===== config.mk =====
export PLATFORM = sky130hd
export DESIGN_NAME = mixed_max_min_pool_2x2_top
export DESIGN_NICKNAME = d
export VERILOG_FILES = /design/src/hw/rtl/mmp_pkg.sv /design/src/hw/rtl/mmp_front.sv /design/src/hw/rtl/mmp_line_buf.sv /design/src/hw/rtl/mmp_back.sv /design/src/hw/rtl/mixed_max_min_pool_2x2_top.sv
export SDC_FILE = /design/constraint.sdc
export NUM_CORES = 1
export LEC_CHECK = 0
export ABC_CLOCK_PERIOD_IN_PS = 5450
export BUFFER_PORTS_ARGS = -buffer_cell sky130_fd_sc_hd__buf_4
export CORE_UTILIZATION = 55
export DETAILED_ROUTE_END_ITERATION = 16
export PLACE_DENSITY = 0.68
export SYNTH_ARGS = -nofsm -noshare
export SYNTH_HDL_FRONTEND = slang
export SYNTH_SLANG_ARGS = --single-unit
export TNS_END_PERCENT = 50

===== constraint.sdc =====
create_clock -name clk -period 5.45 [get_ports clk]
set_input_delay 0.2725 -clock clk [delete_from_list [all_inputs] [get_ports clk]]
set_output_delay 0.2725 -clock clk [all_outputs]
set_load 0.02 [all_outputs]

===== src/hw/rtl/mmp_pkg.sv =====
// Shared types, constants and the channel-wise pooling function for the
// mixed max/min 2x2 pooling block. No dependencies.
package mmp_pkg;

  localparam int CH_W = 8;
  localparam int PX_W = 4 * CH_W;
  localparam int CNT_W = 6;
  localparam int IDX_W = 9;
  localparam int MAP_WIDTH_DEF = 40;
  localparam int MAP_HEIGHT_DEF = 40;

  // Gate channel min-pooling starts from this value
  localparam logic [CH_W-1:0] GATE_START = 8'hFF;

  // Packed pixel: obstacle 7:0, range 15:8, uncertainty 23:16, gate 31:24
  typedef logic [PX_W-1:0] px_t;

  // Per-cell information that travels with an emitting item
  typedef struct packed {
    px_t              pair;
    logic [IDX_W-1:0] cell_index;
    logic             frame_last;
  } issue_t;

  // Max over the first three channels, min over the gate channel
  function automatic px_t pool_merge(input px_t a, input px_t b);
    px_t r;
    logic [CH_W-1:0] x;
    logic [CH_W-1:0] y;
    r = '0;
    for (int k = 0; k < 4; k++) begin
      x = a[k*CH_W +: CH_W];
      y = b[k*CH_W +: CH_W];
      if (k == 3) begin
        r[k*CH_W +: CH_W] = (x < y) ? x : y;
      end else begin
        r[k*CH_W +: CH_W] = (x > y) ? x : y;
      end
    end
    return r;
  endfunction

endpackage


===== src/hw/rtl/mmp_front.sv =====
// Position counters, horizontal pair pooling and line-store access issue.
// Depends on mmp_pkg.
module mmp_front #(
  parameter int MAP_WIDTH = mmp_pkg::MAP_WIDTH_DEF,
  parameter int MAP_HEIGHT = mmp_pkg::MAP_HEIGHT_DEF,
  parameter int ADDR_W = 5
) (
  input  logic                    clk,
  input  logic                    rst,
  input  logic                    accept,
  input  logic [7:0]              obstacle_value,
  input  logic [7:0]              range_value,
  input  logic [7:0]              uncertainty_value,
  input  logic [7:0]              gate_value,
  input  logic                    frame_start,
  output logic                    mem_wr,
  output logic                    mem_rd,
  output logic [ADDR_W-1:0]       mem_addr,
  output mmp_pkg::issue_t         issue
);
  import mmp_pkg::*;

  localparam int CTRL_W = MAP_WIDTH / 2;
  localparam int CTRL_H = MAP_HEIGHT / 2;

  logic [CNT_W-1:0]   column_count;
  logic [CNT_W-1:0]   row_count;
  px_t                pair_partial;
  logic [CNT_W-1:0]   col;
  logic [CNT_W-1:0]   row;
  logic [CNT_W-2:0]   cx;
  logic [CNT_W-2:0]   cy;
  logic [CNT_W-1:0]   col_inc;
  logic [CNT_W-1:0]   row_inc;
  logic [CNT_W-1:0]   column_count_next;
  logic [CNT_W-1:0]   row_count_next;
  logic               in_block;
  px_t                px;
  logic [IDX_W+1:0]   cell_full;

  // Current position; frame start forces the origin
  assign col = frame_start ? '0 : column_count;
  assign row = frame_start ? '0 : row_count;
  assign cx  = col[CNT_W-1:1];
  assign cy  = row[CNT_W-1:1];
  assign in_block = (CNT_W'(cx) < CNT_W'(CTRL_W)) && (CNT_W'(cy) < CNT_W'(CTRL_H));

  assign px = {gate_value, uncertainty_value, range_value, obstacle_value};

  // Raster counter advance with wrap at map edges
  always_comb begin
    col_inc = col + CNT_W'(1);
    row_inc = row + CNT_W'(1);
    column_count_next = col_inc;
    row_count_next = row;
    if (col_inc >= CNT_W'(MAP_WIDTH)) begin
      column_count_next = '0;
      row_count_next = (row_inc >= CNT_W'(MAP_HEIGHT)) ? '0 : row_inc;
    end
  end

  always_ff @(posedge clk) begin
    if (rst) begin
      column_count <= '0;
      row_count <= '0;
      pair_partial <= '0;
    end else if (accept) begin
      column_count <= column_count_next;
      row_count <= row_count_next;
      if (in_block && !col[0]) begin
        pair_partial <= px;
      end
    end
  end

  // Even rows park the pair, odd rows fetch the parked pair
  assign mem_wr   = accept && in_block && col[0] && !row[0];
  assign mem_rd   = accept && in_block && col[0] && row[0];
  assign mem_addr = cx[ADDR_W-1:0];

  assign cell_full = (IDX_W+2)'(cy) * (IDX_W+2)'(CTRL_W) + (IDX_W+2)'(cx);

  always_comb begin
    issue.pair       = pool_merge(pair_partial, px);
    issue.cell_index = cell_full[IDX_W-1:0];
    issue.frame_last = (CNT_W'(cx) == CNT_W'(CTRL_W - 1)) &&
                       (CNT_W'(cy) == CNT_W'(CTRL_H - 1));
  end

endmodule


===== src/hw/rtl/mmp_line_buf.sv =====
// One-row line store of pair results, one access per cycle, registered read.
// Depends on mmp_pkg.
module mmp_line_buf #(
  parameter int DEPTH = mmp_pkg::MAP_WIDTH_DEF / 2,
  parameter int ADDR_W = 5
) (
  input  logic              clk,
  input  logic              wr,
  input  logic              rd,
  input  logic [ADDR_W-1:0] addr,
  input  mmp_pkg::px_t      wdata,
  output mmp_pkg::px_t      rdata
);
  import mmp_pkg::*;

  px_t mem [DEPTH];

  // Contents are undefined until an even row writes them
  always_ff @(posedge clk) begin
    if (wr) begin
      mem[addr] <= wdata;
    end
  end

  // Read data holds between reads so a stalled stage keeps it
  always_ff @(posedge clk) begin
    if (rd) begin
      rdata <= mem[addr];
    end
  end

endmodule


===== src/hw/rtl/mmp_back.sv =====
// Block merge stage and output register with the result handshake.
// Depends on mmp_pkg.
module mmp_back (
  input  logic            clk,
  input  logic            rst,
  input  logic            load,
  input  mmp_pkg::issue_t issue,
  input  mmp_pkg::px_t    rdata,
  output logic            ready,
  output logic            cell_valid,
  input  logic            cell_stall,
  output logic [7:0]      pooled_obstacle,
  output logic [7:0]      pooled_range,
  output logic [7:0]      pooled_uncertainty,
  output logic [7:0]      pooled_gate,
  output logic [8:0]      cell_index,
  output logic            frame_last
);
  import mmp_pkg::*;

  logic   s1_valid;
  issue_t s1_info;
  logic   out_load;
  px_t    blk;
  px_t    blk_gated;

  assign out_load = !cell_valid || !cell_stall;
  assign ready    = !s1_valid || out_load;

  // Stage 1: wait for the line-store read
  always_ff @(posedge clk) begin
    if (rst) begin
      s1_valid <= 1'b0;
    end else if (ready) begin
      s1_valid <= load;
    end
  end

  always_ff @(posedge clk) begin
    if (ready && load) begin
      s1_info <= issue;
    end
  end

  // Combine parked even-row pair with the odd-row pair
  assign blk       = pool_merge(rdata, s1_info.pair);
  assign blk_gated = pool_merge(blk, {GATE_START, {(3*CH_W){1'b0}}});

  // Output register
  always_ff @(posedge clk) begin
    if (rst) begin
      cell_valid <= 1'b0;
    end else if (out_load) begin
      cell_valid <= s1_valid;
    end
  end

  always_ff @(posedge clk) begin
    if (out_load && s1_valid) begin
      pooled_obstacle    <= blk_gated[0*CH_W +: CH_W];
      pooled_range       <= blk_gated[1*CH_W +: CH_W];
      pooled_uncertainty <= blk_gated[2*CH_W +: CH_W];
      pooled_gate        <= blk_gated[3*CH_W +: CH_W];
      cell_index         <= s1_info.cell_index;
      frame_last         <= s1_info.frame_last;
    end
  end

endmodule


===== src/hw/rtl/mixed_max_min_pool_2x2_top.sv =====
// Top level of the mixed max/min 2x2 pooling block.
// Depends on mmp_pkg, mmp_front, mmp_line_buf and mmp_back.
//
// Streams feature-map pixels in raster order, one item per clock while
// pixel_stall is low, and emits one pooled cell for every 2x2 block (max of
// obstacle, range and uncertainty, min of gate). Each pixel touches the line
// store at most once: pixels at the odd column of an even row write their
// pair result, pixels at the odd column of an odd row read it back. A result
// passes through stage 1 (the registered line-store read) and the output
// register before it appears on the cell channel. The line store is
// MAP_WIDTH/2 entries of 32 bits and needs no clearing pass; write and read
// of the same entry are always a full row apart, so no forwarding path exists.
// pixel_stall follows cell_stall only when both pipeline stages hold results.
module mixed_max_min_pool_2x2_top #(
  parameter int MAP_WIDTH = mmp_pkg::MAP_WIDTH_DEF,
  parameter int MAP_HEIGHT = mmp_pkg::MAP_HEIGHT_DEF
) (
  input  logic       clk,
  input  logic       rst,
  input  logic       pixel_valid,
  output logic       pixel_stall,
  input  logic [7:0] obstacle_value,
  input  logic [7:0] range_value,
  input  logic [7:0] uncertainty_value,
  input  logic [7:0] gate_value,
  input  logic       frame_start,
  output logic       cell_valid,
  input  logic       cell_stall,
  output logic [7:0] pooled_obstacle,
  output logic [7:0] pooled_range,
  output logic [7:0] pooled_uncertainty,
  output logic [7:0] pooled_gate,
  output logic [8:0] cell_index,
  output logic       frame_last
);
  import mmp_pkg::*;

  localparam int CTRL_W = MAP_WIDTH / 2;
  localparam int ADDR_W = (CTRL_W > 1) ? $clog2(CTRL_W) : 1;

  logic              accept;
  logic              ready;
  logic              mem_wr;
  logic              mem_rd;
  logic [ADDR_W-1:0] mem_addr;
  issue_t            issue;
  px_t               rdata;

  assign pixel_stall = !ready;
  assign accept      = pixel_valid && ready;

  mmp_front #(
    .MAP_WIDTH (MAP_WIDTH),
    .MAP_HEIGHT(MAP_HEIGHT),
    .ADDR_W    (ADDR_W)
  ) u_front (
    .clk              (clk),
    .rst              (rst),
    .accept           (accept),
    .obstacle_value   (obstacle_value),
    .range_value      (range_value),
    .uncertainty_value(uncertainty_value),
    .gate_value       (gate_value),
    .frame_start      (frame_start),
    .mem_wr           (mem_wr),
    .mem_rd           (mem_rd),
    .mem_addr         (mem_addr),
    .issue            (issue)
  );

  mmp_line_buf #(
    .DEPTH (CTRL_W),
    .ADDR_W(ADDR_W)
  ) u_line_buf (
    .clk  (clk),
    .wr   (mem_wr),
    .rd   (mem_rd),
    .addr (mem_addr),
    .wdata(issue.pair),
    .rdata(rdata)
  );

  mmp_back u_back (
    .clk               (clk),
    .rst               (rst),
    .load              (mem_rd),
    .issue             (issue),
    .rdata             (rdata),
    .ready             (ready),
    .cell_valid        (cell_valid),
    .cell_stall        (cell_stall),
    .pooled_obstacle   (pooled_obstacle),
    .pooled_range      (pooled_range),
    .pooled_uncertainty(pooled_uncertainty),
    .pooled_gate       (pooled_gate),
    .cell_index        (cell_index),
    .frame_last        (frame_last)
  );

endmodule

==> run_results.csv, run 1 <==
group,metric,value,unit
global_route,antenna_found_initial,2,
logic_synthesis,postSynthAreaPerCell,15.09,um2
cts,clk_pin_slew,0.06,ns
global_route,overflow,0,
sta,relSlewSlack,13.71,%
layout,area_growth,12.24,%
global_route,grt_pass1_vias,19689,
logic_synthesis,synth_top_family_by_area,"compound AO/OA/AOI/OAI gates",
global_route,grtUsageMet1,40.72,%
global_route,grt_pass1_wl,123.2,mm
floorplan,die-height,248.3,um
cts,htreeDepth,3,
logic_synthesis,synth_area,0.03337,mm2
route,post_drt_wl_per_cell,26.38,um
cts,cts_buffers,80,
route,routed_wl,82.36,mm
worst_setup_path,endpoint_kind,"flip-flop",
route,drt_first_pass_iters,5,
logic_synthesis,async_reset_ff_share,0,%
sta,grt_setup_unrepaired,"no",
logic_synthesis,synth_cells,2211,
logic_synthesis,synth.mux.area_fraction,5.391,%
worst_setup_path,crit_path_start_kind,"flip-flop",
logic_synthesis,synth-compound-area-share,12.14,%
worst_setup_path,crit_required,5.67,ns
sta,worst_slew_pin_slew,1.291,ns
hold_path,whs_path_depth,2,
sta,timing.final.ws_setup,1.696,ns
worst_setup_path,r2r_slack,1.70,ns
route,drt_iter0_drc,2061,
layout,layout.cells.non_filler,3122,
sta,fmax,266.4,MHz
cts,cts_tree,"done",
cts,cts_sinks,802,
sta,hold_viol_final,0,
worst_setup_path,slowest_stage,"nor2_4",
global_route,grt_use_met3,4.493,%
route,drc_errors,0,
placed_design,io_buffers,80,
logic_synthesis,synthXorXnorAreaFrac,0.3937,%
placed_design,routabilityCongestion,0.8728,
global_route,met2_usage,41.47,%
power,p_leak,12.25,nW
layout,fillers,4317,
sta,fin_skew,0.02860,ns
worst_setup_path,worstPathMaxFanout,32,
hold_path,worstHoldPathType,"in -> reg",
sta,fin_crit_sh,68.88,%
logic_synthesis,ys.flop_type,"edfxtp_1",
placed_design,place_inst,2943,
power,cellPowerDensity,336.5,mW/mm2
layout,nets,2395,
floorplan,die_area,0.06167,mm2
cts,clk_latency,0.64,ns
cts,root_buffer,"clkbuf_16",
worst_setup_path,crit_end,"u_line_buf.mem[12][9]$_DFFE_PP_",
worst_setup_path,critPathLaunch,"u_front.column_count[4]$_SDFFE_PP0P_",
logic_synthesis,yosysSeqAreaShare,70.78,%
route,antenna_left,0,
power,vdd_drop_max,0.0002238,V
floorplan,num_rows,89,
logic_synthesis,synthSimpleGateAreaFrac,5.650,%
global_route,busiest_layer,"met2",
job,max-cap-violations,0,
worst_setup_path,r2r_cells,4,
route,vias,20142,
logic_synthesis,synth_nets,2321,
cts,clockBufferDepth,3,
logic_synthesis,ys.warnings.count,0,
worst_setup_path,r2r_start,"u_front.column_count[4]$_SDFFE_PP0P_",
worst_setup_path,worstPathCellList,"nor2b_2 > nand2_1 > buf_4 > nor2_4",
placed_design,dp_hpwl,49.72,mm
layout,drive_above_1_share,14.82,%
global_route,gr-usage-all-layers,27.19,%
logic_synthesis,ys_ff_latch,802,
floorplan,initial_utilization,56.12,%
placed_design,pre_cts_slack,1.629,ns
worst_setup_path,path_class,"reg -> reg",
logic_synthesis,synth_adder_area_share,2.789,%
logic_synthesis,synth_edf_count,756,
sta,finalSetupViolCount,0,
floorplan,io_pins,81,
floorplan,core_area,0.05946,mm2
route,viasPerCell,6.452,
logic_synthesis,synth_cell_type_count,65,
floorplan,die_x,248.3,um
sta,tns,0,ns
worst_setup_path,worstPathArrival,3.98,ns
global_route,grt_max_degree,147,
worst_setup_path,r2r-end,"u_line_buf.mem[12][9]$_DFFE_PP_",
worst_setup_path,slowest_delay,1.01,ns
outcome,status,"finished, final reports clean",
cts,cts_setup_buffers,0,
sta,min_period,3.754,ns
sta,maxSlewViolCount,0,
[per-stage QoR]
step / power, W / utilization (%) / hold slack [ns] / cell area (um2)
after global routing: 0.01292 / 62.99 / 0.1451 / 37460
after global placement: 0.007401 / 58.24 / 0.4073 / 34630
after floorplan: 0.007221 / - / 0.4003 / 33370
final: 0.01261 / 62.99 / 0.1393 / 37460
after CTS: 0.01264 / 62.99 / 0.1116 / 37460
after detailed placement: 0.007418 / 58.24 / 0.4045 / 34630
[layout by cell type, fill, tap and decap left out, types with 33 or more instances in the layout]
| cell | synthesis | routed |
|---|---|---|
| buf_4 | 13 | 102 |
| nor2_1 | 80 | 60 |
| o21ai_0 | 34 | 34 |
| inv_1 | 67 | 67 |
| a221oi_1 | 47 | 47 |
| ha_1 | 72 | 72 |
| nand2_1 | 105 | 104 |
| edfxtp_1 | 756 | 756 |
| a21oi_1 | 82 | 82 |
| dlygate4sd3_1 | 0 | 33 |
| mux2_2 | 84 | 84 |
| mux2i_1 | 74 | 74 |
| o221ai_1 | 47 | 47 |
| clkbuf_16 | 0 | 82 |
| dfxtp_1 | 46 | 44 |
| nor2b_1 | 77 | 77 |
| a22oi_1 | 64 | 64 |
| o22ai_1 | 51 | 51 |
| a211oi_1 | 117 | 117 |
[cell families after synthesis]
family	Yosys count
compound gates	562
flops	802
fa+ha+maj	74
simple gates	379
xor+xnor	15
mux	163
buf+inv	216
[flip-flops by register name, indices dropped and copies added, names as in the netlist]
signal	cells
u_back.frame_last	1
u_back.pooled_uncertainty	8
u_line_buf.mem	640
u_back.cell_index	9
u_back.s1_info	42
u_back.cell_valid	1
u_back.pooled_gate	8
u_front.column_count	6
u_line_buf.rdata	32
u_front.pair_partial	32
u_back.s1_valid	1
u_back.pooled_obstacle	8
u_front.row_count	6
u_back.pooled_range	8
[cell type report]
class,instances,area (um2),share of cell area [%]
well taps,773,967.2,2.582
flip-flops and latches,802,23630,63.08
clock buffers,107,2186,5.835
multi-input cells,1193,8976,23.96
repair buffers,136,1116,2.979
diodes,1,2.502,0.006680
clock inverters,38,310.3,0.8284
inverters,72,270.3,0.7215
[metal layers]
layer  wire length, um  vias up
li1                  -     8917
met1             35340    10180
met2             38000      929
met3              7596      116
met4              1431        0
met5                 0        -
[critical path: cells and delay by family (launching register included)]
family / cells / cell delay (ns)
AND/OR/NAND/NOR: 3 / 2.20
flip-flops: 1 / 0.63
buffers and inverters: 1 / 0.50
[worst min path at each step]
stage                                startpoint                               endpoint  slack [ns]
floorplan           u_back.s1_info[1]$_DFFE_PP_         u_back.cell_index[0]$_DFFE_PP_        0.40
global placement    u_back.s1_info[3]$_DFFE_PP_         u_back.cell_index[2]$_DFFE_PP_        0.41
detailed placement  u_back.s1_info[2]$_DFFE_PP_         u_back.cell_index[1]$_DFFE_PP_        0.40
CTS                                         rst   u_front.pair_partial[8]$_SDFFE_PP0P_        0.11
global route                                rst  u_front.pair_partial[11]$_SDFFE_PP0P_        0.15
finish                                      rst   u_front.column_count[3]$_SDFFE_PP0P_        0.14
[what timing repair did]
| action | in CTS | in global routing |
|---|---|---|
| endpoints found under the hold margin | 33 | 0 |
| resized for setup | 0 | 0 |
| hold buffers | 33 | 0 |
[synthesized netlist by cell type, types with 46 or more instances]
cell / instances / area share [%]
mux2_2: 84 / 2.8
nor2_1: 80 / 0.90
nand2_1: 105 / 1.2
nor2b_1: 77 / 1.4
dfxtp_1: 46 / 2.8
a221oi_1: 47 / 1.2
a21oi_1: 82 / 1.2
ha_1: 72 / 2.7
o221ai_1: 47 / 1.2
buf_2: 63 / 0.94
inv_1: 67 / 0.75
mux2i_1: 74 / 2.2
a22oi_1: 64 / 1.4
edfxtp_1: 756 / 68
o22ai_1: 51 / 0.96
a211oi_1: 117 / 2.6
[power breakdown]
group | total (W) | switching, W | internal, W
clock | 0.00529 | 0.00232 | 0.00297
sequential | 0.00683 | 0.0000204 | 0.00681
combinational | 0.000488 | 0.000346 | 0.000141
Note: power is estimated with default switching activity, not from simulation.
==> inputs of run 2 (changes only) <==
Settings changed: ABC_CLOCK_PERIOD_IN_PS 5450 to 3800.
Clock period 5.45 ns to 3.8 ns, I/O delays scaled along.
==> run_results.csv, run 2 (synthesized netlist as in run 1, its figures left out) <==
group,metric,value,unit
worst_setup_path,worst-path-buf-inv,1,
floorplan,die_x,248.3,um
sta,hold_viol_final,0,
global_route,grt_max_degree,105,
global_route,grt_pass1_wl,124.3,mm
sta,maxSlewViolCount,0,
floorplan,die_area,0.06167,mm2
route,drc_errors,0,
route,viasPerCell,6.440,
layout,reg_top3,"u_line_buf.mem x640, u_back.s1_info x42",
sta,worst_slew_pin_slew,1.268,ns
sta,relSlewSlack,15.27,%
cts,clk_pin_slew,0.06,ns
worst_setup_path,crit_path_start_kind,"flip-flop",
layout,layout.cells.non_filler,3165,
layout,final_cell_mix,"756 x edfxtp_1, 124 x buf_4, 117 x a211oi_1, 104 x nand2_1",
global_route,antenna_found_initial,6,
layout,multi_input_area,0.008976,mm2
worst_setup_path,slowest_delay,0.64,ns
route,vias,20382,
sta,finalSetupViolCount,0,
cts,clockBufferDepth,3,
sta,min_period,3.208,ns
worst_setup_path,worstPathArrival,3.53,ns
route,drt_first_pass_iters,5,
sta,grt_setup_unrepaired,"no",
route,post_drt_wl_per_cell,26.52,um
layout,top_register,"u_line_buf.mem",
cts,cts_tree,"done",
cts,htreeDepth,3,
placed_design,place_inst,2985,
sta,fmax,311.7,MHz
power,cellPowerDensity,484.7,mW/mm2
placed_design,routabilityCongestion,0.8907,
placed_design,io_buffers,80,
layout,fillers,4172,
cts,root_buffer,"clkbuf_16",
floorplan,initial_utilization,56.12,%
layout,mostFrequentLayoutCell,"edfxtp_1",
floorplan,core_area,0.05946,mm2
sta,fin_skew,0.02579,ns
floorplan,die-height,248.3,um
cts,cts_sinks,802,
worst_setup_path,crit_required,4.12,ns
cts,cts-resized-gates,0,
hold_path,worstHoldPathType,"in -> reg",
sta,timing.final.ws_setup,0.5920,ns
layout,largest_reg_flops,640,
worst_setup_path,cp_top_family,"simple AND/OR/NAND/NOR gates",
layout,area_growth,14.40,%
sta,fin_crit_sh,84.42,%
cts,cts_buffers,80,
layout,drive_above_1_share,16.51,%
worst_setup_path,slowest_stage,"nor2_4",
placed_design,pre_cts_slack,0.5959,ns
layout,nets,2437,
global_route,gr-usage-all-layers,27.55,%
route,routed_wl,83.93,mm
worst_setup_path,endpoint_kind,"flip-flop",
layout,regArea,0.02363,mm2
floorplan,num_rows,89,
floorplan,io_pins,81,
cts,clk_latency,0.63,ns
cts,cts_setup_buffers,0,
worst_setup_path,worstPathCellList,"nor2_1 > nor2_1 > nor4b_2 > o21ai_1 > nor2_4 > buf_12",
global_route,overflow,0,
outcome,status,"finished, final reports clean",
worst_setup_path,path_class,"reg -> reg",
sta,tns,0,ns
layout,utilization,64.21,%
placed_design,dp_hpwl,51.53,mm
route,drt_iter0_drc,2385,
job,max-cap-violations,0,
worst_setup_path,worstPathMaxFanout,17,
route,antenna_left,0,
power,vdd_drop_max,0.0004052,V
worst_setup_path,crit_top_cell,"nor2_1",
global_route,grt_pass1_vias,20015,
power,p_leak,12.63,nW
layout,antenna_cells,0,
-- run 2: per-layer routing --
metal  vias up  wire length, um  part of all wire [%]  track usage, %
met5         -               11                 0.013               0
met3       156             7372                   8.8           4.708
met1     10197            35560                    42           39.82
met4         2             2164                   2.6           9.254
met2      1025            38820                    46           42.57
li1       9002                -                     -               -
-- run 2: power by group --
group | switching, W | internal (W) | leakage (nW)
Clock | 0.00328 | 0.00474 | 1.30
Sequential | 0.0000242 | 0.00976 | 7.20
Combinational | 0.000497 | 0.000206 | 4.13
Total | 0.00380 | 0.0147 | 12.6
-- run 2: area by class of cell --
class                           count  share of cell area (%)
Timing Repair Buffer              178                   4.404
Tap cell                          773                   2.533
Inverter                           72                  0.7078
Clock inverter                     44                   1.235
Multi-Input combinational cell   1193                   23.51
Sequential cell                   802                   61.89
Clock buffer                      103                   5.718
-- run 2: final timing paths --
check	from	to	slack, ns	depth (start not counted)
setup / recovery	u_front.column_count[4]$_SDFFE_PP0P_	u_line_buf.mem[8][19]$_DFFE_PP_	0.59	6
hold / removal	rst	u_front.pair_partial[8]$_SDFFE_PP0P_	0.08	2
setup reg to reg	u_front.column_count[4]$_SDFFE_PP0P_	u_line_buf.mem[8][19]$_DFFE_PP_	0.59	6
hold reg to reg	u_back.s1_info[1]$_DFFE_PP_	u_back.cell_index[0]$_DFFE_PP_	0.42	0
-- run 2: what timing repair did --
item / 4_1_cts / 5_1_grt
endpoints found under the hold margin: 33 / 0
setup endpoints to repair: 0 / 0
hold buffers: 33 / 0
-- run 2: metrics by stage --
step	power (W)	area, um2	hold WS [ns]
detailed placement	0.01064	35200	0.4045
global route	0.01896	38180	0.09866
finish	0.01851	38180	0.07583
floorplan	0.01036	33370	0.3260
global placement	0.01062	35200	0.4084
CTS	0.01859	38180	0.04914
==> inputs of run 3 (changes only) <==
Settings changed: ABC_CLOCK_PERIOD_IN_PS 3800 to 3350.
Clock period 3.8 ns to 3.35 ns, I/O delays scaled along.
==> run_results.csv, run 3 (synthesized netlist as in run 1, its figures left out) <==
group,metric,value,unit
global_route,gr-usage-all-layers,27.37,%
placed_design,io_buffers,80,
job,max-cap-violations,0,
route,post_drt_wl_per_cell,26.10,um
global_route,grt_pass1_vias,19692,
layout,reg_top3,"u_line_buf.mem x640, u_back.s1_info x42",
power,p_leak,12.68,nW
placed_design,place_area,0.03522,mm2
sta,worst_slew_pin_slew,0.9727,ns
global_route,grt_pass1_wl,122.7,mm
sta,fin_skew,0.02312,ns
floorplan,num_rows,89,
hold_path,worstHoldPathType,"in -> reg",
cts,cts_buffers,81,
worst_setup_path,worstPathArrival,3.46,ns
placed_design,pre_cts_slack,0.1839,ns
worst_setup_path,crit_required,3.61,ns
worst_setup_path,endpoint_kind,"flip-flop",
layout,fillers,4272,
cts,cts_sinks,802,
floorplan,die_x,248.3,um
cts,clk_pin_slew,0.06,ns
cts,cts_tree,"done",
sta,timing.final.ws_setup,0.1539,ns
sta,fin_crit_sh,95.41,%
power,p_total,0.02069,W
floorplan,core_area,0.05946,mm2
layout,multi_input_area,0.008976,mm2
floorplan,initial_utilization,56.12,%
route,drc_errors,0,
route,drt_first_pass_iters,5,
layout,largest_reg_flops,640,
power,vdd_drop_max,0.0004179,V
sta,fmax,312.9,MHz
worst_setup_path,path_class,"reg -> reg",
cts,htreeDepth,3,
layout,mostFrequentLayoutCell,"edfxtp_1",
global_route,grt_max_degree,126,
placed_design,routabilityCongestion,0.8734,
worst_setup_path,crit_path_start_kind,"flip-flop",
sta,tns,0,ns
worst_setup_path,worstPathMaxFanout,22,
global_route,overflow,0,
route,viasPerCell,6.379,
layout,top_register,"u_line_buf.mem",
sta,hold_viol_final,0,
layout,fin_area,0.03813,mm2
cts,root_buffer,"clkbuf_16",
sta,min_period,3.196,ns
route,antenna_left,0,
layout,nets,2458,
route,routed_wl,83.16,mm
sta,finalSetupViolCount,0,
floorplan,io_pins,81,
placed_design,dp_hpwl,50.84,mm
route,drt_iter0_drc,2003,
route,vias,20325,
cts,clockBufferDepth,3,
floorplan,die_area,0.06167,mm2
floorplan,die-height,248.3,um
layout,final_cell_mix,"756 x edfxtp_1, 154 x buf_4, 117 x a211oi_1, 104 x nand2_1, 84 x mux2_2",
global_route,antenna_found_initial,4,
outcome,status,"finished, final reports clean",
layout,regArea,0.02363,mm2
layout,area_growth,14.25,%
sta,maxSlewViolCount,0,
cts,clk_latency,0.63,ns
power,cellPowerDensity,542.7,mW/mm2
layout,drive_above_1_share,17.16,%
sta,relSlewSlack,34.72,%
sta,grt_setup_unrepaired,"no",
run 3: cell types whose count changed in the layout (fill, tap and decap cells not counted), moves of 2 or more:
cell,previous run,this run
buf_4,124,154
buf_12,21,11
clkinv_1,16,23
clkbuf_1,18,13
clkinv_2,14,10
bufinv_16,10,7
clkbuf_8,1,4
clkbuf_16,84,82
clkinv_4,0,2
clkinvlp_4,1,3
run 3: final cells by class:
class / instances / share of cell area (%)
diodes: 1 / 0.006563
repair buffers: 198 / 4.476
inverters: 72 / 0.7088
multi-input cells: 1193 / 23.54
well taps: 773 / 2.537
flip-flops and latches: 802 / 61.97
clock buffers: 99 / 5.654
clock inverters: 48 / 1.103
run 3: metal layers:
metal,vias to the layer above,GRT usage (%),part of all wire [%]
li1,9053,-,-
met1,10079,39.17,42
met2,1042,42.43,46
met3,149,5.042,9.4
met4,2,9.182,2.7
met5,-,0,0.024
run 3: metrics by stage:
| stage | std cells | utilization (%) | hold slack, ns |
|---|---|---|---|
| final | 3186 | 64.12 | 0.03007 |
| after global routing | 3185 | 64.12 | 0.04273 |
| after CTS | 3185 | 64.12 | 0.005525 |
| after detailed placement | 3005 | 59.23 | 0.4045 |
| after global placement | 3005 | 59.23 | 0.4056 |
| after floorplan | 2211 | - | 0.3035 |
run 3: worst max-delay path, cell delays in order, from the launching register on:
cell and delay, ns:
dfxtp_1 0.45, nor2_1 0.24, o311ai_2 0.16, nor4b_2 0.76
o21ai_1 0.55, nor2_4 0.21, buf_4 0.44
run 3: report_power, final:
| group | total [W] | internal (W) | switching (W) |
|---|---|---|---|
| Sequential | 0.0111 | 0.0111 | 0.0000242 |
| Clock | 0.00882 | 0.00511 | 0.00371 |
| Combinational | 0.000781 | 0.000236 | 0.000546 |
| Total | 0.0207 | 0.0164 | 0.00428 |
run 3: timing repair:
action | CTS | global route
gates resized for setup | 0 | 0
hold endpoints to repair | 33 | 0
hold buffers | 33 | 0
setup buffers | 0 | 0
run 3: path summary, 6_finish.rpt:
kind / slack, ns / cells past startpoint / to / from
setup reg to reg: 0.15 / 6 / u_line_buf.mem[4][16]$_DFFE_PP_ / u_front.row_count[3]$_SDFFE_PP0P_
hold / removal: 0.03 / 2 / u_back.cell_valid$_SDFFE_PP0P_ / rst
setup / recovery: 0.15 / 6 / u_line_buf.mem[4][16]$_DFFE_PP_ / u_front.row_count[3]$_SDFFE_PP0P_
hold reg to reg: 0.42 / 0 / u_back.frame_last$_DFFE_PP_ / u_back.s1_info[0]$_DFFE_PP_
